[config.mk]
export PLATFORM = sky130hd
export DESIGN_NAME = positional_pid_filtered_derivative
export DESIGN_NICKNAME = d
export VERILOG_FILES = /design/src/rtl/core/ppid_pkg.sv /design/src/rtl/core/positional_pid_filtered_derivative.sv
export SDC_FILE = /design/constraint.sdc
export NUM_CORES = 2
export LEC_CHECK = 0
export BUFFER_PORTS_ARGS = -buffer_cell sky130_fd_sc_hd__clkbuf_2
export CAP_MARGIN = 25
export CORE_ASPECT_RATIO = 1.5
export CORE_MARGIN = 2
export CORE_UTILIZATION = 65
export CTS_BUF_LIST = sky130_fd_sc_hd__clkbuf_4 sky130_fd_sc_hd__clkbuf_8
export CTS_CLUSTER_SIZE = 10
export DETAILED_ROUTE_END_ITERATION = 10
export PLACE_DENSITY = 0.82
export SETUP_SLACK_MARGIN = 0.15
export SLEW_MARGIN = 10
export SYNTH_ARGS = -nofsm -noshare
export SYNTH_HDL_FRONTEND = slang
export SYNTH_SLANG_ARGS = --single-unit
[constraint.sdc]
create_clock -name clk -period 11.42 [get_ports clk]
set_input_delay 0.571 -clock clk [delete_from_list [all_inputs] [get_ports clk]]
set_output_delay 0.571 -clock clk [all_outputs]
set_load 0.02 [all_outputs]
[src/rtl/core/ppid_pkg.sv]
package ppid_pkg;

	localparam int unsigned ADDR_W = 5;
	localparam int unsigned PC_W   = 4;

	localparam logic [2:0] REG_GAIN_P     = 3'd0;
	localparam logic [2:0] REG_GAIN_I     = 3'd1;
	localparam logic [2:0] REG_GAIN_D     = 3'd2;
	localparam logic [2:0] REG_TARGET     = 3'd3;
	localparam logic [2:0] REG_OUT_HIGH   = 3'd4;
	localparam logic [2:0] REG_OUT_LOW    = 3'd5;
	localparam logic [2:0] REG_SUM_HIGH   = 3'd6;
	localparam logic [2:0] REG_SUM_LOW    = 3'd7;

	localparam logic [19:0]        RST_GAIN_P   = 20'd12288;
	localparam logic [19:0]        RST_GAIN_I   = 20'd0;
	localparam logic [19:0]        RST_GAIN_D   = 20'd140800;
	localparam logic signed [15:0] RST_TARGET   = 16'sd640;
	localparam logic signed [15:0] RST_OUT_HIGH = 16'sd9000;
	localparam logic signed [15:0] RST_OUT_LOW  = -16'sd9000;
	localparam logic signed [23:0] RST_SUM_HIGH = 24'sd76800;
	localparam logic signed [23:0] RST_SUM_LOW  = -24'sd1152000;

	localparam logic signed [20:0] W_LO = 21'sd26214;
	localparam logic signed [20:0] W_HI = 21'sd39322;
	localparam logic signed [47:0] ROUND_HALF = 48'sd32768;
	localparam logic signed [47:0] SLOPE_MAX  = 48'sd33554431;
	localparam logic signed [47:0] SLOPE_MIN  = -48'sd33554432;

	localparam logic [PC_W-1:0] STEP_ERR   = 4'd0;
	localparam logic [PC_W-1:0] STEP_SUM   = 4'd1;
	localparam logic [PC_W-1:0] STEP_FLT0  = 4'd2;
	localparam logic [PC_W-1:0] STEP_FLT1  = 4'd3;
	localparam logic [PC_W-1:0] STEP_RND   = 4'd4;
	localparam logic [PC_W-1:0] STEP_ACC0  = 4'd5;
	localparam logic [PC_W-1:0] STEP_ACC1  = 4'd6;
	localparam logic [PC_W-1:0] STEP_OUT   = 4'd7;
	localparam logic [PC_W-1:0] STEP_CLR   = 4'd8;

	typedef enum logic [2:0] {
		MUL_NONE       = 3'd0,
		MUL_WHI_SLOPE  = 3'd1,
		MUL_WLO_DRAW   = 3'd2,
		MUL_GP_ERR     = 3'd3,
		MUL_GI_SUM     = 3'd4,
		MUL_GD_SLOPE   = 3'd5
	} mul_sel_t;

	typedef enum logic [1:0] {
		ACC_HOLD     = 2'd0,
		ACC_LOAD     = 2'd1,
		ACC_ADD      = 2'd2,
		ACC_ADD_SHR8 = 2'd3
	} acc_op_t;

	typedef enum logic [1:0] {
		SEQ_NEXT   = 2'd0,
		SEQ_BR_CLR = 2'd1,
		SEQ_END    = 2'd2
	} seq_t;

	typedef struct packed {
		mul_sel_t        mul_sel;
		acc_op_t         acc_op;
		logic            ld_err;
		logic            ld_sum;
		logic            ld_slope;
		logic            ld_out;
		logic            clr;
		seq_t            seq;
		logic [PC_W-1:0] target;
	} ctrl_t;

	function automatic ctrl_t ucode(input logic [PC_W-1:0] pc);
		ctrl_t w;
		w = '{mul_sel: MUL_NONE, acc_op: ACC_HOLD, ld_err: 1'b0, ld_sum: 1'b0,
			ld_slope: 1'b0, ld_out: 1'b0, clr: 1'b0, seq: SEQ_NEXT, target: STEP_ERR};
		unique case (pc)
			STEP_ERR: begin
				w.ld_err = 1'b1;
				w.seq    = SEQ_BR_CLR;
				w.target = STEP_CLR;
			end
			STEP_SUM: begin
				w.ld_sum  = 1'b1;
				w.mul_sel = MUL_WHI_SLOPE;
			end
			STEP_FLT0: begin
				w.mul_sel = MUL_WLO_DRAW;
				w.acc_op  = ACC_LOAD;
			end
			STEP_FLT1: begin
				w.mul_sel = MUL_GP_ERR;
				w.acc_op  = ACC_ADD;
			end
			STEP_RND: begin
				w.ld_slope = 1'b1;
				w.mul_sel  = MUL_GI_SUM;
				w.acc_op   = ACC_LOAD;
			end
			STEP_ACC0: begin
				w.mul_sel = MUL_GD_SLOPE;
				w.acc_op  = ACC_ADD;
			end
			STEP_ACC1: begin
				w.acc_op = ACC_ADD_SHR8;
			end
			STEP_OUT: begin
				w.ld_out = 1'b1;
				w.seq    = SEQ_END;
			end
			STEP_CLR: begin
				w.clr = 1'b1;
				w.seq = SEQ_END;
			end
			default: begin
				w.seq = SEQ_END;
			end
		endcase
		return w;
	endfunction

endpackage

[src/rtl/core/positional_pid_filtered_derivative.sv]
// A control item runs eight microcode steps, ERR through OUT; a clear item runs ERR
// and CLR. The steps share one 21x26 multiplier and one accumulator, and in_stall
// stays high, so no new item is accepted, until the final step has run.
// The final step holds while a previous result is still waiting to be taken.
// Reset (arst_n low, asynchronous) zeroes the controller state, loads the register
// defaults and leaves the block idle with no result pending.
module positional_pid_filtered_derivative
	import ppid_pkg::*;
(
	input  logic                     clk,
	input  logic                     arst_n,
	input  logic                     psel,
	input  logic                     penable,
	input  logic                     pwrite,
	input  logic [ADDR_W-1:0]        paddr,
	input  logic [31:0]              pwdata,
	output logic [31:0]              prdata,
	output logic                     pready,
	input  logic                     in_valid,
	output logic                     in_stall,
	input  logic                     action,
	input  logic signed [15:0]       measured_position,
	output logic                     out_valid,
	input  logic                     out_stall,
	output logic signed [15:0]       correction
);

	logic [19:0]        gain_p_q, gain_i_q, gain_d_q;
	logic signed [15:0] target_q, out_high_q, out_low_q;
	logic signed [23:0] sum_high_q, sum_low_q;

	logic signed [23:0] error_sum_q;
	logic signed [16:0] prev_err_q;
	logic signed [25:0] slope_q;

	logic               busy_q;
	logic [PC_W-1:0]    pc_q;
	logic               action_q;
	logic signed [15:0] meas_q;
	logic signed [16:0] err_q;
	logic signed [17:0] draw_q;
	logic signed [46:0] prod_q;
	logic signed [47:0] acc_q;
	logic               out_valid_q;
	logic signed [15:0] correction_q;

	ctrl_t              uc;
	logic               step_en;
	logic               cfg_wr;
	logic [2:0]         cfg_idx;

	logic signed [20:0] mul_a;
	logic signed [25:0] mul_b;
	logic signed [46:0] mul_p;
	logic signed [16:0] err_d;
	logic signed [17:0] draw_d;
	logic signed [24:0] sum_raw;
	logic signed [23:0] sum_d;
	logic signed [47:0] rnd_t;
	logic signed [47:0] rnd_s;
	logic signed [25:0] slope_d;
	logic signed [47:0] y_s;
	logic signed [47:0] out_high_x, out_low_x;
	logic signed [15:0] y_d;
	logic signed [47:0] prod_x;

	assign pready    = 1'b1;
	assign cfg_wr    = psel && penable && pwrite && pready;
	assign cfg_idx   = paddr[4:2];
	assign in_stall  = busy_q;
	assign out_valid = out_valid_q;
	assign correction = correction_q;

	assign uc      = ucode(pc_q);
	assign step_en = busy_q && !(uc.seq == SEQ_END && out_valid_q && out_stall);

	always_ff @(posedge clk or negedge arst_n) begin
		if (!arst_n) begin
			gain_p_q   <= RST_GAIN_P;
			gain_i_q   <= RST_GAIN_I;
			gain_d_q   <= RST_GAIN_D;
			target_q   <= RST_TARGET;
			out_high_q <= RST_OUT_HIGH;
			out_low_q  <= RST_OUT_LOW;
			sum_high_q <= RST_SUM_HIGH;
			sum_low_q  <= RST_SUM_LOW;
		end else if (cfg_wr) begin
			unique case (cfg_idx)
				REG_GAIN_P:   gain_p_q   <= pwdata[19:0];
				REG_GAIN_I:   gain_i_q   <= pwdata[19:0];
				REG_GAIN_D:   gain_d_q   <= pwdata[19:0];
				REG_TARGET:   target_q   <= pwdata[15:0];
				REG_OUT_HIGH: out_high_q <= pwdata[15:0];
				REG_OUT_LOW:  out_low_q  <= pwdata[15:0];
				REG_SUM_HIGH: sum_high_q <= pwdata[23:0];
				REG_SUM_LOW:  sum_low_q  <= pwdata[23:0];
			endcase
		end
	end

	always_comb begin
		unique case (cfg_idx)
			REG_GAIN_P:   prdata = {12'd0, gain_p_q};
			REG_GAIN_I:   prdata = {12'd0, gain_i_q};
			REG_GAIN_D:   prdata = {12'd0, gain_d_q};
			REG_TARGET:   prdata = {{16{target_q[15]}}, target_q};
			REG_OUT_HIGH: prdata = {{16{out_high_q[15]}}, out_high_q};
			REG_OUT_LOW:  prdata = {{16{out_low_q[15]}}, out_low_q};
			REG_SUM_HIGH: prdata = {{8{sum_high_q[23]}}, sum_high_q};
			REG_SUM_LOW:  prdata = {{8{sum_low_q[23]}}, sum_low_q};
		endcase
	end

	always_comb begin
		unique case (uc.mul_sel)
			MUL_WHI_SLOPE: begin
				mul_a = W_HI;
				mul_b = slope_q;
			end
			MUL_WLO_DRAW: begin
				mul_a = W_LO;
				mul_b = {draw_q, 8'd0};
			end
			MUL_GP_ERR: begin
				mul_a = {1'b0, gain_p_q};
				mul_b = {{9{err_q[16]}}, err_q};
			end
			MUL_GI_SUM: begin
				mul_a = {1'b0, gain_i_q};
				mul_b = {{2{error_sum_q[23]}}, error_sum_q};
			end
			MUL_GD_SLOPE: begin
				mul_a = {1'b0, gain_d_q};
				mul_b = slope_q;
			end
			default: begin
				mul_a = '0;
				mul_b = '0;
			end
		endcase
	end

	assign mul_p = mul_a * mul_b;

	assign err_d  = {meas_q[15], meas_q} - {target_q[15], target_q};
	assign draw_d = {err_q[16], err_q} - {prev_err_q[16], prev_err_q};

	assign sum_raw = {error_sum_q[23], error_sum_q} + {{8{err_q[16]}}, err_q};
	always_comb begin
		priority if (sum_raw > $signed({sum_high_q[23], sum_high_q})) begin
			sum_d = sum_high_q;
		end else if (sum_raw < $signed({sum_low_q[23], sum_low_q})) begin
			sum_d = sum_low_q;
		end else begin
			sum_d = sum_raw[23:0];
		end
	end

	assign rnd_t = acc_q + ROUND_HALF;
	assign rnd_s = rnd_t >>> 16;
	always_comb begin
		priority if (rnd_s > SLOPE_MAX) begin
			slope_d = SLOPE_MAX[25:0];
		end else if (rnd_s < SLOPE_MIN) begin
			slope_d = SLOPE_MIN[25:0];
		end else begin
			slope_d = rnd_s[25:0];
		end
	end

	assign y_s        = acc_q >>> 16;
	assign out_high_x = {{32{out_high_q[15]}}, out_high_q};
	assign out_low_x  = {{32{out_low_q[15]}}, out_low_q};
	always_comb begin
		priority if (y_s > out_high_x) begin
			y_d = out_high_q;
		end else if (y_s < out_low_x) begin
			y_d = out_low_q;
		end else begin
			y_d = y_s[15:0];
		end
	end

	assign prod_x = {prod_q[46], prod_q};

	always_ff @(posedge clk or negedge arst_n) begin
		if (!arst_n) begin
			busy_q      <= 1'b0;
			pc_q        <= STEP_ERR;
			out_valid_q <= 1'b0;
			error_sum_q <= '0;
			prev_err_q  <= '0;
			slope_q     <= '0;
		end else begin
			if (out_valid_q && !out_stall) begin
				out_valid_q <= 1'b0;
			end
			if (!busy_q) begin
				if (in_valid) begin
					busy_q <= 1'b1;
					pc_q   <= STEP_ERR;
				end
			end else if (step_en) begin
				unique case (uc.seq)
					SEQ_NEXT:   pc_q <= pc_q + 1'b1;
					SEQ_BR_CLR: pc_q <= action_q ? uc.target : pc_q + 1'b1;
					SEQ_END: begin
						busy_q      <= 1'b0;
						out_valid_q <= 1'b1;
					end
					default:    busy_q <= 1'b0;
				endcase
				if (uc.ld_sum) begin
					error_sum_q <= sum_d;
				end
				if (uc.ld_slope) begin
					slope_q <= slope_d;
				end
				if (uc.ld_out) begin
					prev_err_q <= err_q;
				end
				if (uc.clr) begin
					error_sum_q <= '0;
					prev_err_q  <= '0;
					slope_q     <= '0;
				end
			end
		end
	end

	always_ff @(posedge clk) begin
		if (!busy_q && in_valid) begin
			action_q <= action;
			meas_q   <= measured_position;
		end
		if (step_en) begin
			prod_q <= mul_p;
			if (uc.ld_err) begin
				err_q <= err_d;
			end
			if (uc.ld_sum) begin
				draw_q <= draw_d;
			end
			unique case (uc.acc_op)
				ACC_HOLD:     acc_q <= acc_q;
				ACC_LOAD:     acc_q <= prod_x;
				ACC_ADD:      acc_q <= acc_q + prod_x;
				ACC_ADD_SHR8: acc_q <= acc_q + (prod_x >>> 8);
			endcase
			if (uc.ld_out) begin
				correction_q <= y_d;
			end
			if (uc.clr) begin
				correction_q <= '0;
			end
		end
	end

	a_pc_in_program: assert property (@(posedge clk) disable iff (!arst_n)
		busy_q |-> (pc_q <= STEP_CLR))
		else $error("step counter left the program");

	a_clear_gives_zero: assert property (@(posedge clk) disable iff (!arst_n)
		(step_en && uc.clr) |=> (out_valid && correction == 16'sd0 && error_sum_q == 24'sd0
			&& slope_q == 26'sd0))
		else $error("clear item did not give a zero result and zero state");

	a_sum_in_limits: assert property (@(posedge clk) disable iff (!arst_n)
		(step_en && uc.ld_sum && sum_low_q <= sum_high_q) |=>
			(error_sum_q <= sum_high_q && error_sum_q >= sum_low_q))
		else $error("error sum outside its limits");

	a_result_in_limits: assert property (@(posedge clk) disable iff (!arst_n)
		(step_en && uc.ld_out && out_low_q <= out_high_q) |=>
			(correction <= out_high_q && correction >= out_low_q))
		else $error("correction outside its limits");

endmodule
* Yosys cells after proc, flatten, opt, wreduce, memory -nomap -nowiden
Index checks and enable logic that the tools add are counted.
** Word-level totals
- Bits in registers :: 392
- Input bits :: 61
- Output and inout bits :: 51
- Logic and storage cells :: 141
** Operators by class
- Add/sub/neg operators :: 7
- Multiply operators :: 1
- Magnitude comparators :: 6
- Eq/ne operators :: 27
- Multiplexer cells :: 39
- Bitwise logic cells :: 1
- Reductions and logical operators :: 39
** Operators with widths (count)
- 32-bit case mux with 8 select lines :: 1
- 48-bit case mux with 3 select lines :: 1
- 26-bit two-way mux :: 4
- 26-bit case mux with 4 select lines :: 1
- 20-bit case mux with 5 select lines :: 1
- 24-bit two-way mux :: 4
- 48-bit by 17-bit adder with 48-bit output (second input constant) :: 1
- 48-bit by 39-bit adder with 48-bit output :: 1
- 48-bit by 47-bit adder with 48-bit output :: 1
- 16-bit two-way mux :: 3
- 21-bit by 26-bit multiplier with 47-bit output :: 1
- 17-bit two-way mux :: 2
- 32-bit by 16-bit greater-than comparator with 1-bit output :: 1
- 32-bit by 26-bit greater-than comparator with 1-bit output (second input constant) :: 1
- 32-bit by 16-bit less-than comparator with 1-bit output :: 1
- 32-bit by 26-bit less-than comparator with 1-bit output (second input constant) :: 1
- 24-bit by 17-bit adder with 25-bit output :: 1
- 25-bit by 24-bit greater-than comparator with 1-bit output :: 1
- 25-bit by 24-bit less-than comparator with 1-bit output :: 1
- 2-bit AND reduction :: 12
- 4-bit two-way mux :: 5
- 3-bit equality test (second input constant) :: 6
- 17-bit by 17-bit subtractor with 18-bit output :: 1
- 16-bit by 16-bit subtractor with 17-bit output :: 1
- other kinds (26) :: 67

* Logic depth before layout (Yosys ltp)
- Depth in word-level cells :: 10
- Gate-level depth with buffers :: 36
- Gate-level depth less buffers :: 32

* Worst setup path after synthesis
OpenSTA, ideal clock, no wires.
- Kind :: register -> register
- Start point :: register pc_q[0]
- End point :: register prod_q[46] (data pin)
- Library setup time :: 0.260 ns
- Data arrival time :: 8.599 ns
- Data required time :: 11.160 ns
- Slack :: 2.561 ns
- Cell stages (with the launch flop) :: 32
- Buffers on the path :: 3
- Period minus slack after synthesis :: 8.859 ns
- Path through :: dfrtp_1 -> ha_1 -> clkbuf_1 -> nor2b_1 -> o21bai_1 -> clkbuf_1 -> buf_1 -> a21oi_1 -> a221oi_1 -> nor2_1 -> fa_1 -> inv_1 -> fa_1 -> fa_1 -> inv_1 -> fa_1 -> fa_1 -> fa_1 -> inv_1 -> fa_1 -> inv_1 -> ha_1 -> a21oi_1 -> o21ai_0 -> and4bb_1 -> a22oi_1 -> a2111oi_2 -> nor3_1 -> a2111oi_2 -> o21bai_1 -> a21o_1 -> xnor2_1
** On the way
- Longest elaborated chain between the ends :: 6
- Elaborated cells on any way between the ends :: 15
- Those cells by class :: 1 x mul; 10 x eq/ne; 3 x mux; 1 x reduce/logical
** RTL lines
- start: declaration :: line positional_pid_filtered_derivative.sv:37 : logic [PC_W-1:0] pc_q;
- start signal: assignment :: line positional_pid_filtered_derivative.sv:205 : SEQ_NEXT: pc_q <= pc_q + 1'b1;
- start signal: assignment :: line positional_pid_filtered_derivative.sv:206 : SEQ_BR_CLR: pc_q <= action_q ? uc.target : pc_q + 1'b1;
- 4-bit by 3-bit equality test with 1-bit output, or another cell as far along :: line ppid_pkg.sv:78 : unique case (pc)
- 3-bit case mux with 5 select lines * :: line ppid_pkg.sv:78
- 3-bit equality test / 3-bit by 1-bit equality test with 1-bit output (equally long branches) :: line positional_pid_filtered_derivative.sv:115 : unique case (uc.mul_sel)
- 2-bit OR reduction (no source line)
- 26-bit case mux with 4 select lines :: line positional_pid_filtered_derivative.sv:115
- 21-bit by 26-bit multiplier with 47-bit output * :: line positional_pid_filtered_derivative.sv:143 : assign mul_p = mul_a * mul_b;
- net mul_p[46] :: line positional_pid_filtered_derivative.sv:54 : logic signed [46:0] mul_p;
- end signal: assignment :: line positional_pid_filtered_derivative.sv:237 : prod_q <= mul_p;
- end: declaration :: line positional_pid_filtered_derivative.sv:42 : logic signed [46:0] prod_q;
Mark *: on every way through the listed nets, which the timed path passes. The rest lies on a longest branch.
A chain may end at the register's enable or synchronous reset.

* Final worst setup path
Ends and elaborated chain as after synthesis.

==> metrics <==
FF+latch count, synth=roughly 390; RSZ-0062 raised after global routing=no; Synth Area in XOR/XNOR=0.0300; via/cell ratio=6.38; Mapped Avg Cell Area=9.15 um^2; Tot GR Track Use=0.417; final worst-path setup slack=1340 ps; routability cong.=1.01; Final HPWL DP=112,000 um; slowest CP cell=a221o_1; clock skew=56.3 ps; DR iter-0 viols=3,377; Post-Synth Simple-Gate Area=0.141; worst min path class=in -> reg; Max FO, Critical Path=18; WL final=~140,000 um; post_cts resized=0; H-tree lvl count=2; vias in the first global route=38,270; MaxCap Viol Count=0; CP Data Required Time=between 10,000 and 15,000 ps; register area share after synthesis=0.241; Crit path arrival time=10,530 ps; clk_lat worst skew=about 740 ps; CP Launch Type=flop; Post-Synthesis Cells=approximately 4,800; Worst Max-Slew Pin Slew=around 1200 ps; TritonCTS Buffers=60; largest family of logic cells by synthesized area=adder cells; min cycle time layout=about 10,000 ps; Die ar.=~0.070 mm^2; io pins=112; Post-synth top flop=dfrtp_1; critical path's largest stage delay=670 ps; Post-synth EDFFs=163; 1st-pass router iterations=7; final hold violation count=0; max_slew headroom=0.223; largest net degree at the start of global routing=101; area growth from synthesis to layout=7.15%; clk sinks=around 390; DR vias=37,378; post-route clock period utilization=0.883; DP Worst Slack=between 1000 and 1500 ps; max frequency=approximately 99 MHz; Post-Synth Adder-Cell Area=0.337; Slew Viols, Final=0; wire length per cell=24.4 um; outcome=finished, final reports clean; Compound-Gate Fraction of Synth Area=0.140; Overflow after GRT=0; fraction of registers with async set/reset=0.584; total core area=0.0676 mm^2; Port Buf Inserts=100; CP dominant cell by count=fa_1; Starting Density=0.656; critical path class=reg -> reg; clock transition at the registers of the reported paths=about 70 ps; Synth Warn #=0; syn nets=5,783; DRC errors left=0; synth unique cells=95; initial antenna violation count=2; setup TNS=0 ps; Die W=217 um; post-synthesis mux area share=0.0345; DIE HEIGHT=324 um; # setup viols final=0; post-route ant nets=0; first-pass GRT wire length=219,000 um; Clock Tree Root=clkbuf_8; CTS Buffer Depth=3; FP Rows=117; CTS tree=done; final net count=5,847; crit end category=flop; share of layout cells above drive strength 1=0.0999; synthesized area=0.0443 mm^2
## sequential cells by signal, summed over array words and instances, names as in the netlist, 4 cells and up
name         flops
out_high_q      16
target_q        16
prod_q          47
out_low_q       16
error_sum_q     24
err_q           17
sum_high_q      24
gain_i_q        20
meas_q          16
pc_q             4
correction      16
gain_d_q        20
acc_q           48
slope_q         26
gain_p_q        20
sum_low_q       24
draw_q          18
prev_err_q      17
## logic make-up after synthesis
group,after synthesis
xor+xnor,152
buf+inv,895
compound gates,929
simple gates,1468
flops,392
fa+ha+maj,875
mux,135
other cells,1
## worst max-delay path: cells and delay by family, from the launching register on
kind,cells,cell delay (ps)
adders and majority gates,9,4380
AOI/OAI and AO/OA,9,2900
and+or+nand+nor,5,1330
DFF,1,420
xor gates and xnor gates,1,140
buffers and inverters,6,590
## path summary, 6_finish.rpt
check                      cells past startpoint  slack [ps]                   from         endpoint
max                                           30        1340                pc_q[0]       prod_q[46]
min                                            1          50  measured_position[12]       meas_q[12]
max reg2reg                                   30        1340                pc_q[0]       prod_q[46]
min reg2reg                                    2         510             slope_q[7]       slope_q[7]
max in group asynchronous                      3        9460                 arst_n     out_low_q[1]
min in group asynchronous                      2         440                 arst_n  error_sum_q[21]
## layer usage
metal / global-route usage / part of all wire / vias to the layer above
met5: 0 / 0.000091 / -
met2: 0.693 / 0.47 / 2138
met4: 0.399 / 0.12 / 2
met1: 0.447 / 0.32 / 18268
li1: - / - / 16205
met3: 0.0773 / 0.085 / 765
## cell usage after synthesis (28+ instances only)
master    number  area (um^2)
edfxtp_1     163         4890
nor3_1        46          230
nand4_1       35          219
nor2b_1       31          194
mux2_2        69          777
clkbuf_1     170          638
and2_1        29          181
a221o_1       29          290
ha_1         344         4300
a21oi_1      183          916
nand2_1      701         2630
dfstp_2       36          946
xnor2_1      104          911
o21ai_0      270         1350
a21o_1       109          818
dfrtp_1      193         4830
o21a_1        31          233
nor2_1       454         1700
and3_1        28          175
nand2b_1      32          200
xor2_1        48          420
a221oi_1      42          368
inv_1        682         2560
mux2i_1       58          581
nand3_1       52          260
fa_1         531        10600
## cells in the final DEF, fill, tap and decap left out, types with 36 or more instances in the layout
cell | netlist | layout
clkbuf_8 | 0 | 68
mux2i_1 | 58 | 57
a21o_1 | 109 | 109
mux2_2 | 69 | 69
edfxtp_1 | 163 | 163
dfrtp_1 | 193 | 193
xnor2_1 | 104 | 104
a21oi_1 | 183 | 181
fa_1 | 531 | 531
nor3_1 | 46 | 41
buf_4 | 10 | 97
inv_1 | 682 | 681
xor2_1 | 48 | 48
ha_1 | 344 | 344
nand3_1 | 52 | 52
dfstp_2 | 36 | 36
a221oi_1 | 42 | 39
clkbuf_2 | 0 | 99
o21ai_0 | 270 | 268
nor2_1 | 454 | 449
nand2_1 | 701 | 701
## per-stage QoR
stage | utilization | area [um^2] | hold WS, ps | std cells
2_1_floorplan | - | 44300 | 275 | 4847
3_3_place_gp | 0.679 | 45900 | 482 | 5724
3_5_place_dp | 0.680 | 46000 | 486 | 5725
4_1_cts | 0.702 | 47500 | 18.1 | 5853
5_1_grt | 0.703 | 47500 | 45.9 | 5856
6_report | 0.703 | 47500 | 45.1 | 5856
## layout make-up
class	count	area (um^2)
Antenna cell	1	2.50
Clock buffer	88	1090
Clock inverter	26	285
Fill cell	5186	20100
Inverter	683	2560
Multi-Input combinational cell	3560	30400
Sequential cell	392	10700
Tap cell	892	1120
Timing Repair Buffer	214	1440
## repair_timing
item	in CTS	in global routing
hold buffers	14	0
hold endpoints to repair	89	0
buffers inserted	0	0
Power is not shown: default switching activity piles up to over one toggle a cycle in this logic, so the estimate is an artifact.
